===== config.mk =====
export PLATFORM = sky130hd
export DESIGN_NAME = lru_key_value_cache_unit
export DESIGN_NICKNAME = d
export VERILOG_FILES = /design/src/rtl/lkv_pkg.sv /design/src/rtl/lkv_ram.sv /design/src/rtl/lkv_front.sv /design/src/rtl/lkv_back.sv /design/src/rtl/lru_key_value_cache_unit.sv
export SDC_FILE = /design/constraint.sdc
export NUM_CORES = 2
export LEC_CHECK = 0
export BUFFER_PORTS_ARGS = -buffer_cell sky130_fd_sc_hd__buf_2
export CAP_MARGIN = 20
export CORE_MARGIN = 3
export CORE_UTILIZATION = 35
export CTS_CLUSTER_SIZE = 16
export DETAILED_ROUTE_END_ITERATION = 8
export MAX_ROUTING_LAYER = met4
export PLACE_DENSITY = 0.57
export SYNTH_ARGS = -nofsm -noshare
export SYNTH_HDL_FRONTEND = slang
export SYNTH_SLANG_ARGS = --single-unit

===== constraint.sdc =====
create_clock -name clock -period 3.9 [get_ports clock]
set_input_delay 0.39 -clock clock [delete_from_list [all_inputs] [get_ports clock]]
set_output_delay 0.39 -clock clock [all_outputs]
set_load 0.05 [all_outputs]

===== src/rtl/lkv_pkg.sv =====
// shared types and constants of the lru key-value cache
package lkv_pkg;

   localparam int KEY_W            = 32;
   localparam int DATA_W           = 32;
   localparam int CAP_W            = 5;
   localparam int CAP_RESET        = 16;
   localparam int CAPACITY_DEFAULT = 16;
   localparam int REQ_TDATA_W      = KEY_W + DATA_W;
   localparam int RSP_TDATA_W      = DATA_W;
   localparam int QUEUE_DEPTH      = 2;
   localparam int QUEUE_IW         = $clog2(QUEUE_DEPTH);
   localparam int QUEUE_CW         = $clog2(QUEUE_DEPTH + 1);

   typedef enum logic [0:0] {
      OP_GET = 1'b0,
      OP_SET = 1'b1
   } op_kind_type;

   typedef struct packed {
      op_kind_type              kind;
      logic signed [KEY_W-1:0]  key;
      logic signed [DATA_W-1:0] data;
   } item_type;

endpackage


===== src/rtl/lkv_ram.sv =====
// generic single-write, single-read ram with registered read data
module lkv_ram #(
   parameter int WIDTH = 32,
   parameter int DEPTH = 16
) (
   input  logic                                  clock,
   input  logic                                  wr_en,
   input  logic [((DEPTH > 1) ? $clog2(DEPTH) : 1)-1:0] wr_addr,
   input  logic [WIDTH-1:0]                      wr_data,
   input  logic                                  rd_en,
   input  logic [((DEPTH > 1) ? $clog2(DEPTH) : 1)-1:0] rd_addr,
   output logic [WIDTH-1:0]                      rd_data
);

   logic [WIDTH-1:0] mem_ff [DEPTH];
   logic [WIDTH-1:0] rd_data_ff;

   always_ff @(posedge clock) begin
      if (wr_en) begin
         mem_ff[wr_addr] <= wr_data;
      end
      if (rd_en) begin
         rd_data_ff <= mem_ff[rd_addr];
      end
   end

   assign rd_data = rd_data_ff;

endmodule


===== src/rtl/lkv_front.sv =====
// input side: accepts request beats, decodes the operation, queues them for the back end
module lkv_front (
   input  logic                          clock,
   input  logic                          reset,
   input  logic                          req_tvalid,
   output logic                          req_tready,
   input  logic [lkv_pkg::REQ_TDATA_W-1:0] req_tdata,  // key, data_in
   input  logic [0:0]                    req_tuser,  // kind
   output logic                          q_valid,
   input  logic                          q_ready,
   output lkv_pkg::item_type             q_item
);

   lkv_pkg::item_type              entry_ff [lkv_pkg::QUEUE_DEPTH];
   logic [lkv_pkg::QUEUE_IW-1:0]   wr_ptr_ff, wr_ptr_in;
   logic [lkv_pkg::QUEUE_IW-1:0]   rd_ptr_ff, rd_ptr_in;
   logic [lkv_pkg::QUEUE_CW-1:0]   fill_ff, fill_in;
   lkv_pkg::item_type              decoded;
   logic                           push;
   logic                           pop;

   always_comb begin
      decoded.kind = (req_tuser[0] == 1'b1) ? lkv_pkg::OP_SET : lkv_pkg::OP_GET;
      decoded.key  = req_tdata[lkv_pkg::KEY_W-1:0];
      decoded.data = req_tdata[lkv_pkg::REQ_TDATA_W-1:lkv_pkg::KEY_W];
   end

   assign req_tready = (fill_ff != lkv_pkg::QUEUE_CW'(lkv_pkg::QUEUE_DEPTH));
   assign q_valid    = (fill_ff != '0);
   assign q_item     = entry_ff[rd_ptr_ff];
   assign push       = req_tvalid && req_tready;
   assign pop        = q_valid && q_ready;

   always_comb begin
      wr_ptr_in = push ? wr_ptr_ff + 1'b1 : wr_ptr_ff;
      rd_ptr_in = pop ? rd_ptr_ff + 1'b1 : rd_ptr_ff;
      fill_in   = fill_ff;
      if (push && !pop) begin
         fill_in = fill_ff + 1'b1;
      end else if (pop && !push) begin
         fill_in = fill_ff - 1'b1;
      end
   end

   always_ff @(posedge clock) begin
      if (reset) begin
         wr_ptr_ff <= '0;
         rd_ptr_ff <= '0;
         fill_ff   <= '0;
      end else begin
         wr_ptr_ff <= wr_ptr_in;
         rd_ptr_ff <= rd_ptr_in;
         fill_ff   <= fill_in;
      end
   end

   always_ff @(posedge clock) begin
      if (push) begin
         entry_ff[wr_ptr_ff] <= decoded;
      end
   end

endmodule


===== src/rtl/lkv_back.sv =====
// back end: key match, recency update, eviction, value memory and response register
module lkv_back #(
   parameter int CAPACITY = lkv_pkg::CAPACITY_DEFAULT
) (
   input  logic                              clock,
   input  logic                              reset,
   input  logic                              csr_we,
   input  logic [lkv_pkg::CAP_W-1:0]         csr_wdata,
   input  logic                              q_valid,
   output logic                              q_ready,
   input  lkv_pkg::item_type                 q_item,
   output logic                              rsp_tvalid,
   input  logic                              rsp_tready,
   output logic [lkv_pkg::RSP_TDATA_W-1:0]   rsp_tdata,
   output logic [0:0]                        rsp_tuser,
   output logic [$clog2(CAPACITY + 1)-1:0]   fill_count
);

   localparam int IW = (CAPACITY > 1) ? $clog2(CAPACITY) : 1;
   localparam int CW = $clog2(CAPACITY + 1);
   localparam int EW = (CW > lkv_pkg::CAP_W) ? CW : lkv_pkg::CAP_W;

   typedef enum logic [3:0] {
      ST_FETCH = 4'b0001,
      ST_LOOK  = 4'b0010,
      ST_EXEC  = 4'b0100,
      ST_RESP  = 4'b1000
   } state_type;

   state_type                        state_ff, state_in;
   lkv_pkg::item_type                item_ff, item_in;
   logic [lkv_pkg::CAP_W-1:0]        capacity_ff, capacity_in;
   logic [CAPACITY-1:0]              valid_ff, valid_in;
   logic [IW-1:0]                    rank_ff [CAPACITY];
   logic [IW-1:0]                    rank_in [CAPACITY];
   logic [lkv_pkg::KEY_W-1:0]        key_ff [CAPACITY];
   logic [CW-1:0]                    count_ff, count_in;

   logic [CAPACITY-1:0]              hit_vec_ff, hit_vec;
   logic                             hit_any_ff;
   logic [IW-1:0]                    hit_idx_ff, hit_idx;
   logic [IW-1:0]                    hit_rank_ff, hit_rank;
   logic                             full_ff, full;
   logic [CAPACITY-1:0]              slot_vec_ff, slot_vec;
   logic [IW-1:0]                    slot_idx_ff, slot_idx;
   logic [CAPACITY-1:0]              victim_vec;
   logic [CAPACITY-1:0]              free_vec;
   logic [EW-1:0]                    cap_eff;

   logic                             rsp_valid_ff, rsp_valid_in;
   logic                             rsp_found_ff, rsp_found_in;
   logic [lkv_pkg::DATA_W-1:0]       rsp_data_ff, rsp_data_in;

   logic                             out_free;
   logic                             is_set;
   logic                             exec_fire;
   logic                             promote;
   logic                             insert;
   logic                             done;
   logic                             ram_we;
   logic                             ram_re;
   logic [IW-1:0]                    ram_waddr;
   logic [lkv_pkg::DATA_W-1:0]       ram_rdata;

   // capacity clamp to 1 .. CAPACITY
   always_comb begin
      cap_eff = EW'(capacity_ff);
      if (cap_eff == '0) begin
         cap_eff = EW'(1);
      end
      if (cap_eff > EW'(CAPACITY)) begin
         cap_eff = EW'(CAPACITY);
      end
   end

   // lookup stage
   always_comb begin
      hit_idx  = '0;
      hit_rank = '0;
      slot_idx = '0;
      for (int j = 0; j < CAPACITY; j++) begin
         hit_vec[j]    = valid_ff[j] && (key_ff[j] == item_ff.key);
         victim_vec[j] = valid_ff[j] && (CW'(rank_ff[j]) == count_ff - CW'(1));
      end
      free_vec = ~valid_ff & (valid_ff + CAPACITY'(1));
      full     = (EW'(count_ff) >= cap_eff);
      slot_vec = full ? victim_vec : free_vec;
      for (int j = 0; j < CAPACITY; j++) begin
         if (hit_vec[j]) begin
            hit_idx  = hit_idx | IW'(j);
            hit_rank = hit_rank | rank_ff[j];
         end
         if (slot_vec[j]) begin
            slot_idx = slot_idx | IW'(j);
         end
      end
   end

   always_ff @(posedge clock) begin
      if (state_ff == ST_LOOK) begin
         hit_vec_ff  <= hit_vec;
         hit_any_ff  <= |hit_vec;
         hit_idx_ff  <= hit_idx;
         hit_rank_ff <= hit_rank;
         full_ff     <= full;
         slot_vec_ff <= slot_vec;
         slot_idx_ff <= slot_idx;
      end
   end

   // execute stage
   assign out_free  = !rsp_valid_ff || rsp_tready;
   assign is_set    = (item_ff.kind == lkv_pkg::OP_SET);
   assign exec_fire = (state_ff == ST_EXEC) && (is_set || hit_any_ff || out_free);
   assign promote   = exec_fire && hit_any_ff;
   assign insert    = exec_fire && is_set && !hit_any_ff;
   assign done      = (exec_fire && !(!is_set && hit_any_ff))
                      || ((state_ff == ST_RESP) && out_free);
   assign q_ready   = (state_ff == ST_FETCH) || done;

   assign ram_we    = exec_fire && is_set;
   assign ram_waddr = hit_any_ff ? hit_idx_ff : slot_idx_ff;
   assign ram_re    = exec_fire && !is_set && hit_any_ff;

   always_comb begin
      valid_in = valid_ff;
      count_in = count_ff;
      for (int j = 0; j < CAPACITY; j++) begin
         rank_in[j] = rank_ff[j];
         if (promote) begin
            if (hit_vec_ff[j]) begin
               rank_in[j] = '0;
            end else if (valid_ff[j] && (rank_ff[j] < hit_rank_ff)) begin
               rank_in[j] = rank_ff[j] + 1'b1;
            end
         end else if (insert) begin
            if (slot_vec_ff[j]) begin
               valid_in[j] = 1'b1;
               rank_in[j]  = '0;
            end else if (valid_ff[j]) begin
               rank_in[j] = rank_ff[j] + 1'b1;
            end
         end
      end
      if (insert && !full_ff) begin
         count_in = count_ff + 1'b1;
      end
   end

   always_ff @(posedge clock) begin
      for (int j = 0; j < CAPACITY; j++) begin
         if (insert && slot_vec_ff[j]) begin
            key_ff[j] <= item_ff.key;
         end
      end
   end

   // sequencer
   always_comb begin
      state_in = state_ff;
      item_in  = item_ff;
      if (q_valid && q_ready) begin
         item_in  = q_item;
         state_in = ST_LOOK;
      end else begin
         case (state_ff)
            ST_FETCH: state_in = ST_FETCH;
            ST_LOOK:  state_in = ST_EXEC;
            ST_EXEC: begin
               if (exec_fire) begin
                  state_in = done ? ST_FETCH : ST_RESP;
               end
            end
            ST_RESP: begin
               if (done) begin
                  state_in = ST_FETCH;
               end
            end
            default: state_in = ST_FETCH;
         endcase
      end
   end

   // response register
   always_comb begin
      rsp_valid_in = rsp_valid_ff && !rsp_tready;
      rsp_found_in = rsp_found_ff;
      rsp_data_in  = rsp_data_ff;
      if (exec_fire && !is_set && !hit_any_ff) begin
         rsp_valid_in = 1'b1;
         rsp_found_in = 1'b0;
         rsp_data_in  = '1;
      end else if ((state_ff == ST_RESP) && out_free) begin
         rsp_valid_in = 1'b1;
         rsp_found_in = 1'b1;
         rsp_data_in  = ram_rdata;
      end
   end

   assign capacity_in = csr_we ? csr_wdata : capacity_ff;

   always_ff @(posedge clock) begin
      if (reset) begin
         state_ff     <= ST_FETCH;
         capacity_ff  <= lkv_pkg::CAP_W'(lkv_pkg::CAP_RESET);
         valid_ff     <= '0;
         count_ff     <= '0;
         rsp_valid_ff <= 1'b0;
         for (int j = 0; j < CAPACITY; j++) begin
            rank_ff[j] <= '0;
         end
      end else begin
         state_ff     <= state_in;
         capacity_ff  <= capacity_in;
         valid_ff     <= valid_in;
         count_ff     <= count_in;
         rsp_valid_ff <= rsp_valid_in;
         for (int j = 0; j < CAPACITY; j++) begin
            rank_ff[j] <= rank_in[j];
         end
      end
   end

   always_ff @(posedge clock) begin
      item_ff     <= item_in;
      rsp_found_ff <= rsp_found_in;
      rsp_data_ff <= rsp_data_in;
   end

   lkv_ram #(
      .WIDTH (lkv_pkg::DATA_W),
      .DEPTH (CAPACITY)
   ) u_value_ram (
      .clock   (clock),
      .wr_en   (ram_we),
      .wr_addr (ram_waddr),
      .wr_data (item_ff.data),
      .rd_en   (ram_re),
      .rd_addr (hit_idx_ff),
      .rd_data (ram_rdata)
   );

   assign rsp_tvalid = rsp_valid_ff;
   assign rsp_tdata  = rsp_data_ff;
   assign rsp_tuser  = rsp_found_ff;
   assign fill_count = count_ff;

endmodule


===== src/rtl/lru_key_value_cache_unit.sv =====
// top level of the lru key-value cache
//
//   channel   direction  beat payload
//   req_      in         tdata: key, data_in   tuser: kind
//   rsp_      out        tdata: data_out       tuser: found
//   csr_      in         wdata: capacity_in_use
//
// a set or a get miss ends in execute; a get hit adds a value memory read state
// the key match over all entries runs in lookup, the recency update in execute
// reset clears the queue, valid bits, recency ranks and fill; capacity returns to 16
// a two-beat queue lets requests be taken while a response waits on rsp_tready
module lru_key_value_cache_unit #(
   parameter int CAPACITY = lkv_pkg::CAPACITY_DEFAULT
) (
   input  logic                            clock,
   input  logic                            reset,
   input  logic                            req_tvalid,
   output logic                            req_tready,
   input  logic [lkv_pkg::REQ_TDATA_W-1:0] req_tdata,   // key, data_in
   input  logic [0:0]                      req_tuser,   // kind
   output logic                            rsp_tvalid,
   input  logic                            rsp_tready,
   output logic [lkv_pkg::RSP_TDATA_W-1:0] rsp_tdata,   // data_out
   output logic [0:0]                      rsp_tuser,   // found
   input  logic                            csr_we,
   input  logic [lkv_pkg::CAP_W-1:0]       csr_wdata
);

   logic                          q_valid;
   logic                          q_ready;
   lkv_pkg::item_type             q_item;
   logic [$clog2(CAPACITY + 1)-1:0] fill_count;

   lkv_front u_front (
      .clock      (clock),
      .reset      (reset),
      .req_tvalid (req_tvalid),
      .req_tready (req_tready),
      .req_tdata  (req_tdata),
      .req_tuser  (req_tuser),
      .q_valid    (q_valid),
      .q_ready    (q_ready),
      .q_item     (q_item)
   );

   lkv_back #(
      .CAPACITY (CAPACITY)
   ) u_back (
      .clock      (clock),
      .reset      (reset),
      .csr_we     (csr_we),
      .csr_wdata  (csr_wdata),
      .q_valid    (q_valid),
      .q_ready    (q_ready),
      .q_item     (q_item),
      .rsp_tvalid (rsp_tvalid),
      .rsp_tready (rsp_tready),
      .rsp_tdata  (rsp_tdata),
      .rsp_tuser  (rsp_tuser),
      .fill_count (fill_count)
   );

   a_queue_holds: assert property (@(posedge clock) disable iff (reset)
      q_valid && !q_ready |=> q_valid && $stable(q_item))
      else $error("queue head changed while stalled");

   a_push_visible: assert property (@(posedge clock) disable iff (reset)
      req_tvalid && req_tready |=> q_valid)
      else $error("accepted beat missing from queue");

   a_miss_marker: assert property (@(posedge clock) disable iff (reset)
      rsp_tvalid && !rsp_tuser[0] |-> rsp_tdata == '1)
      else $error("miss response without all-ones data");

   a_fill_bound: assert property (@(posedge clock) disable iff (reset)
      fill_count <= ($clog2(CAPACITY + 1))'(CAPACITY))
      else $error("fill count above capacity");

endmodule

# Word-level counts from Yosys, hierarchy flattened
# Memory sizes are Yosys's and may differ from the RTL's. A register that Yosys moved wholly into a read port is not among the register bits.
# Cells that the tools add are included.
[totals]
ramBits = 1218
output_inout_bits = 35
mem_count = 4
reg_bits = 114
[op_classes]
n_eq_ne = 41
n_bitwise = 34
order_cmp = 18
n_reduce_logical = 122
muxes = 207
addsub = 23
[mem_list]
columns = ["memory", "words", "word_bits", "read_ports", "rd_ports_with_merged_regs", "wr", "line_no", "text"]
rows = [
  ["u_back.key_ff", 16, 32, 16, 0, 16, "lkv_back.sv:36", "logic [lkv_pkg::KEY_W-1:0] key_ff [CAPACITY];"],
  ["u_back.u_value_ram.mem_ff", 16, 32, 1, 1, 1, "lkv_ram.sv:15", "logic [WIDTH-1:0] mem_ff [DEPTH];"],
  ["u_front.entry_ff", 2, 65, 1, 1, 1, "lkv_front.sv:14", "lkv_pkg::item_type entry_ff [lkv_pkg::QUEUE_DEPTH];"],
  ["u_back.rank_ff", 16, 4, 16, 0, 16, "lkv_back.sv:34", "logic [IW-1:0] rank_ff [CAPACITY];"],
]
[op_table]
columns = ["operator", "n"]
rows = [
  ["$mux W4", 144],
  ["$eq A32 B32 Y1", 16],
  ["$eq A4 B5 Y1", 16],
  ["$logic_and A1 B1 Y1", 80],
  ["$add A4 B1 Y4 const B", 16],
  ["$lt A4 B4 Y1", 16],
  ["$or A4 B4 Y4", 15],
  ["$reduce_and A3 Y1", 16],
  ["$mux W1", 44],
  ["$mux W3", 8],
  ["$add A16 B1 Y16 const B", 1],
  ["$and A16 B16 Y16", 1],
  ["$mux W16", 1],
  ["$not A16 Y16", 1],
  ["$or A1 B1 Y1", 16],
  ["$reduce_or A16 Y1", 1],
  ["$reduce_or A8 Y1", 2],
  ["$mux W2", 7],
  ["$pmux W4 S3", 1],
  ["$mux W5", 2],
  ["$logic_not A1 Y1", 8],
  ["$reduce_or A4 Y1", 2],
  ["$ne A3 B2 Y1 const B", 2],
  ["$reduce_or A2 Y1", 3],
  ["18 further kinds", 26],
]

# Longest topological paths before layout
# An unclocked memory read counts as a cell.
[depth]
depth_word = 34
ltp_mapped = 13
ltp_nobuf = 12

# Modules after synthesis
# From an unflattened synthesis, not the netlist that was laid out.
[unflattened]
cells_unflattened = 3502
hier_area_um2 = 58608.7
[by_module_without_submodules]
columns = ["module", "n_inst", "cells_per_inst", "area_each_um2"]
rows = [
  ["lkv_back", 1, 2438, 33525.9],
  ["lkv_ram", 1, 838, 20155.6],
  ["lkv_front", 1, 226, 4927.2],
]

# Worst setup path after synthesis
# No wires, ideal clock.
[synth_timing]
kind = "register to register"
from = "register u_front.fill_ff[0] (netlist bit)"
to = "memory u_front.entry_ff[0][0] (netlist bit), enable pin"
path_buffers = 0
required_time_ns = 3.411
period_less_slack_ns = 4.263
setup_time_ns = 0.489
path_slack_ns = -0.363
path_stages_with_launch = 4
arrival_time_ns = 3.775
path_cell_list = "dfxtp_1 nand2b_1 nand2_1 nor2_1"
[synth_via]
elab_chain_len = 4
[synth_rtl]
columns = ["element", "line_no", "text"]
rows = [
  ["start: declaration", "lkv_front.sv:17", "logic [lkv_pkg::QUEUE_CW-1:0] fill_ff, fill_in;"],
  ["start signal: assignment", "lkv_front.sv:53", "fill_ff <= fill_in;"],
  ["$ne A2 B2 Y1", "lkv_front.sv:28", "assign req_tready = (fill_ff != lkv_pkg::QUEUE_CW'(lkv_pkg::QUEUE_DEPTH));"],
  ["named net req_tready", "lru_key_value_cache_unit.sv:18", "output logic req_tready,"],
  ["$logic_and A1 B1 Y1", "lkv_front.sv:31", "assign push = req_tvalid && req_tready;"],
  ["$mux W1", "lkv_front.sv:58", "if (push) begin"],
  ["$mux W1 (implied by the code)", "lkv_front.sv:59", "entry_ff[wr_ptr_ff] <= decoded;"],
  ["end: declaration", "lkv_front.sv:14", ""],
]
# The timed path passes the listed nets, and every way through them passes these cells.

# Final worst setup path
[layout_timing]
from = "register u_back.item_ff[57] (netlist name)"
to = "register u_back.hit_rank_ff[1] (data pin)"
[layout_via]
elab_cells_between_ends = 63
cone_classes = "eq/ne (16); mux (16); bitwise (15); reduce/logical (16)"
[layout_lines]
columns = ["element", "line_no", "text"]
rows = [
  ["$eq A32 B32 Y1 *", "lkv_back.sv:82", "hit_vec[j] = valid_ff[j] && (key_ff[j] == item_ff.key);"],
  ["$logic_and A1 B1 Y1 *", "lkv_back.sv:82", ""],
  ["named net u_back.hit_vec[6]", "lkv_back.sv:39", "logic [CAPACITY-1:0] hit_vec_ff, hit_vec;"],
  ["$mux W4 *", "lkv_back.sv:89", "if (hit_vec[j]) begin"],
  ["$or A4 B4 Y4", "lkv_back.sv:91", "hit_rank = hit_rank | rank_ff[j];"],
  ["$mux W4 *", "lkv_back.sv:89", ""],
  ["$or A4 B4 Y4", "lkv_back.sv:91", ""],
  ["$mux W4 *", "lkv_back.sv:89", ""],
  ["[7 not listed]", "--", ""],
  ["$mux W4 *", "lkv_back.sv:89", ""],
  ["$or A4 B4 Y4", "lkv_back.sv:91", ""],
  ["$mux W4 *", "lkv_back.sv:89", ""],
  ["$or A4 B4 Y4", "lkv_back.sv:91", ""],
  ["$mux W4 *", "lkv_back.sv:89", ""],
  ["$or A4 B4 Y4", "lkv_back.sv:91", ""],
  ["$mux W4 *", "lkv_back.sv:89", ""],
  ["named net u_back.hit_rank[1]", "lkv_back.sv:42", "logic [IW-1:0] hit_rank_ff, hit_rank;"],
  ["end signal: assignment", "lkv_back.sv:104", "hit_rank_ff <= hit_rank;"],
  ["end: declaration", "lkv_back.sv:42", ""],
]
# The timed path passes the listed nets; every way through them passes the cells marked *.
# A chain may end at the register's enable or synchronous reset.

==> impl_metrics.csv <==
group,metric,value,unit
run_status,status,"completed",
pwr,ir_drop,0.490,mV
floorplanning,die_area,0.173,mm2
layout,regArea,0.0416,mm2
setup_path,crit_start,"u_back.item_ff[57]",
cts,htree_levels,4,
cts,postCtsSetupRepairBufs,0,
logic_synthesis,async_flop_share,0,%
setup_path,critPathMaxFanout,15,
detailed_routing,routed_via_density,5.04,
logic_synthesis,synthFlopType,"edfxtp_1",
timing,finClkSkew,0.0285,ns
global_route,grt_usage,17.2,%
setup_path,arrival,3.92,ns
logic_synthesis,synth.most_common_cell,"edfxtp_1",
layout,layout.nets,3913,
timing,relSlewSlack,24.5,%
logic_synthesis,syn_nets,3576,
logic_synthesis,postSynthCellCount,3429,
placement,gp_routability_congestion,0.870,
logic_synthesis,synth_area,0.0587,mm2
layout,syn_to_final_growth,16.1,%
pwr,leakage,0.0227,uW
detailed_routing,vias,30700,
detailed_routing,dr.pass1.iters,6,
logic_synthesis,synth.area.top_cells,"edfxtp_1 (66%), xor2_1 (7.3%), mux4_2 (6.1%)",
timing,fmax,0.305,GHz
timing,rsz0062_at_grt,"no",
timing,worst_slew_pin_slew,1.12,ns
floorplanning,placementRows,149,
logic_synthesis,synth-edff-count,1297,
cts,cts_max_path_buffers,3,
logic_synthesis,yosys_warnings,0,
floorplanning,die_h,415,um
layout,final_core_util,41.1,%
timing,fin_tns_setup,0,ns
logic_synthesis,synth_seq_cells,1429,
setup_path,critPathKind,"flop to flop",
timing,period_minus_slack,3.28,ns
detailed_routing,drt_iter0_drc,2400,
setup_path,end_kind,"flop",
logic_synthesis,synth_largest_area_cell,"edfxtp_1",
timing,hold_violations,0,
detailed_routing,ant_nets,0,
cts,cts_root_buffer,"clkbuf_16",
run,cap_violations,0,
cts,clock_sinks,1429,
detailed_routing,drt_wl_total,146000,um
cts,insertion_delay,0.77,ns
cts,cts_inserted_buffers,147,
layout,finalNonFillerCells,6076,
timing,fin_crit_sh,84.2,%
hold_path,hold_class,"input port to flop",
global_route,grt_max_degree,127,
detailed_routing,drc,0,
placement,hpwl,86400,um
setup_path,required,4.53,ns
floorplanning,initial_utilization,35.4,%
placement,dpl.cell_count,5729,
pwr,power,39900,uW
pwr,p_per_area,585,mW/mm2
placement,io_buffers,109,
layout,multiInputGateArea,0.0162,mm2
global_route,grt_pass1_vias,30600,
layout,nFillCells,14700,
logic_synthesis,synthTopCellsByCount,"edfxtp_1 (1297), xor2_1 (488), mux4_2 (160), dfxtp_1 (132), nand2_1 (128)",
floorplanning,ios,110,
global_route,antenna_found_initial,3,
hold_path,min_from,"req_tvalid",
logic_synthesis,ys_types,76,
layout,drive_gt1_share,19.9,%
floorplanning,coreArea,0.166,mm2
logic_synthesis,syn_avg_cell_area,17.1,um2
setup_path,r2r_start,"u_back.item_ff[57]",
timing,drv_slew,0,
cts,cts.clk_slew.worst_paths,0.06,ns
timing,setup_viol,0,
global_route,grt_pass1_wl,213000,um
setup_path,start_kind,"flop",
global_route,grt_overflow,0,
logic_synthesis,synth_top_area_share,66.4,%
placement,postPlaceCellArea,0.0628,mm2
logic_synthesis,ys_seq_area_share,70.9,%
detailed_routing,detail_route.wl_per_cell,24.0,um
layout,stdcell_area,0.0681,mm2
floorplanning,die_w,415,um
cts,cts_tree,"done",
## sequential cells by signal, indices dropped and copies added, names as in the netlist, 2 cells and up
signal	flops
u_back.rsp_tdata	32
u_back.slot_vec_ff	16
u_back.hit_rank_ff	4
u_back.valid_ff	16
u_back.key_ff	512
u_back.slot_idx_ff	4
u_back.item_ff	64
u_back.fill_count	5
u_back.capacity_ff	5
u_front.fill_ff	2
u_back.u_value_ram.rd_data	32
u_back.rank_ff	64
u_back.state_ff	4
u_back.u_value_ram.mem_ff	512
u_front.entry_ff	130
u_back.hit_idx_ff	4
u_back.hit_vec_ff	16
## per-layer routing
layer  wire length [um]  track usage, %  part of all wire [%]
met1              64500            22.7                    44
met2              71600            27.8                    49
met3               6330            2.75                   4.3
met4               3170            4.50                   2.2
met5                  0               -                     0
## final timing paths
| path | endpoint | slack (ns) | cells after the start |
|---|---|---|---|
| worst max-delay path | u_back.hit_rank_ff[1] | 0.62 | 7 |
| worst min-delay path | u_front.wr_ptr_ff | 0.08 | 4 |
| worst min register to register | u_back.rsp_tdata[31] | 0.47 | 2 |
| worst max register to register | u_back.hit_rank_ff[1] | 0.62 | 7 |
## cell usage in the layout, fill, tap and decap left out, types with 24 or more instances in the layout
master | netlist | layout
edfxtp_1 | 1297 | 1297
xor2_1 | 488 | 488
mux4_2 | 160 | 160
clkbuf_16 | 0 | 150
buf_4 | 17 | 131
dfxtp_1 | 132 | 131
nand2_1 | 128 | 128
nor4_1 | 113 | 113
buf_2 | 52 | 109
xnor2_1 | 98 | 98
nand3_1 | 89 | 89
dlygate4sd3_1 | 0 | 77
ha_1 | 72 | 72
mux2_2 | 70 | 70
a21oi_1 | 69 | 69
or3_1 | 65 | 65
nand4_1 | 51 | 51
inv_1 | 47 | 45
clkbuf_1 | 60 | 36
a21o_1 | 33 | 33
o21a_1 | 33 | 33
nor2_1 | 51 | 31
clkinv_1 | 1 | 31
a21boi_1 | 30 | 30
clkinv_2 | 0 | 25
buf_12 | 0 | 25
o21ai_0 | 24 | 24
## timing repair
item,in CTS,in global routing
endpoints found under the hold margin,137,0
hold buffers,77,0
resized for setup,0,0
## metrics by stage
stage / setup WS (ns) / hold WS, ns
floorplan: 0.635 / 0.433
global placement: 0.685 / 0.448
detailed placement: 0.671 / 0.451
CTS: 0.662 / 0.0160
global route: 0.462 / 0.0677
finish: 0.618 / 0.0821
## worst max-delay path, cell delays in order (launching register included)
cell      delay, ns
edfxtp_1       0.95
xnor2_1        0.19
nand4_1        0.10
nor4_1         0.53
nand4_1        0.31
nor4_4         0.69
a221oi_1       0.23
nand4_1        0.14
## logic make-up (layout without fill, tap and decap cells)
group	Yosys count	in the layout	share of synthesized area (%)
DFF	1429	1429	70.9
other	0	1	0
AOI/OAI and AO/OA	283	283	3.36
xor gates and xnor gates	590	590	8.92
adders and majority gates	72	72	1.53
buffers and inverters	203	660	1.75
and+or+nand+nor	606	606	5.73
muxes	246	246	7.84
## power breakdown
part	internal, uW	leakage (uW)	switching, uW
sequential	18800	0.0128	1290
combinational	2270	0.00760	3990
clock	7630	0.00223	5860
## layout make-up
class                   instances  area share [%]
clock buffers                 190            5.79
flip-flops and latches       1429            61.1
inverters                      49           0.274
diodes                          1         0.00367
multi-input cells            1797            23.8
clock inverters                79           0.918
well taps                    2189            4.02
repair buffers                342            4.11
Note: power is estimated with default switching activity, not from simulation.
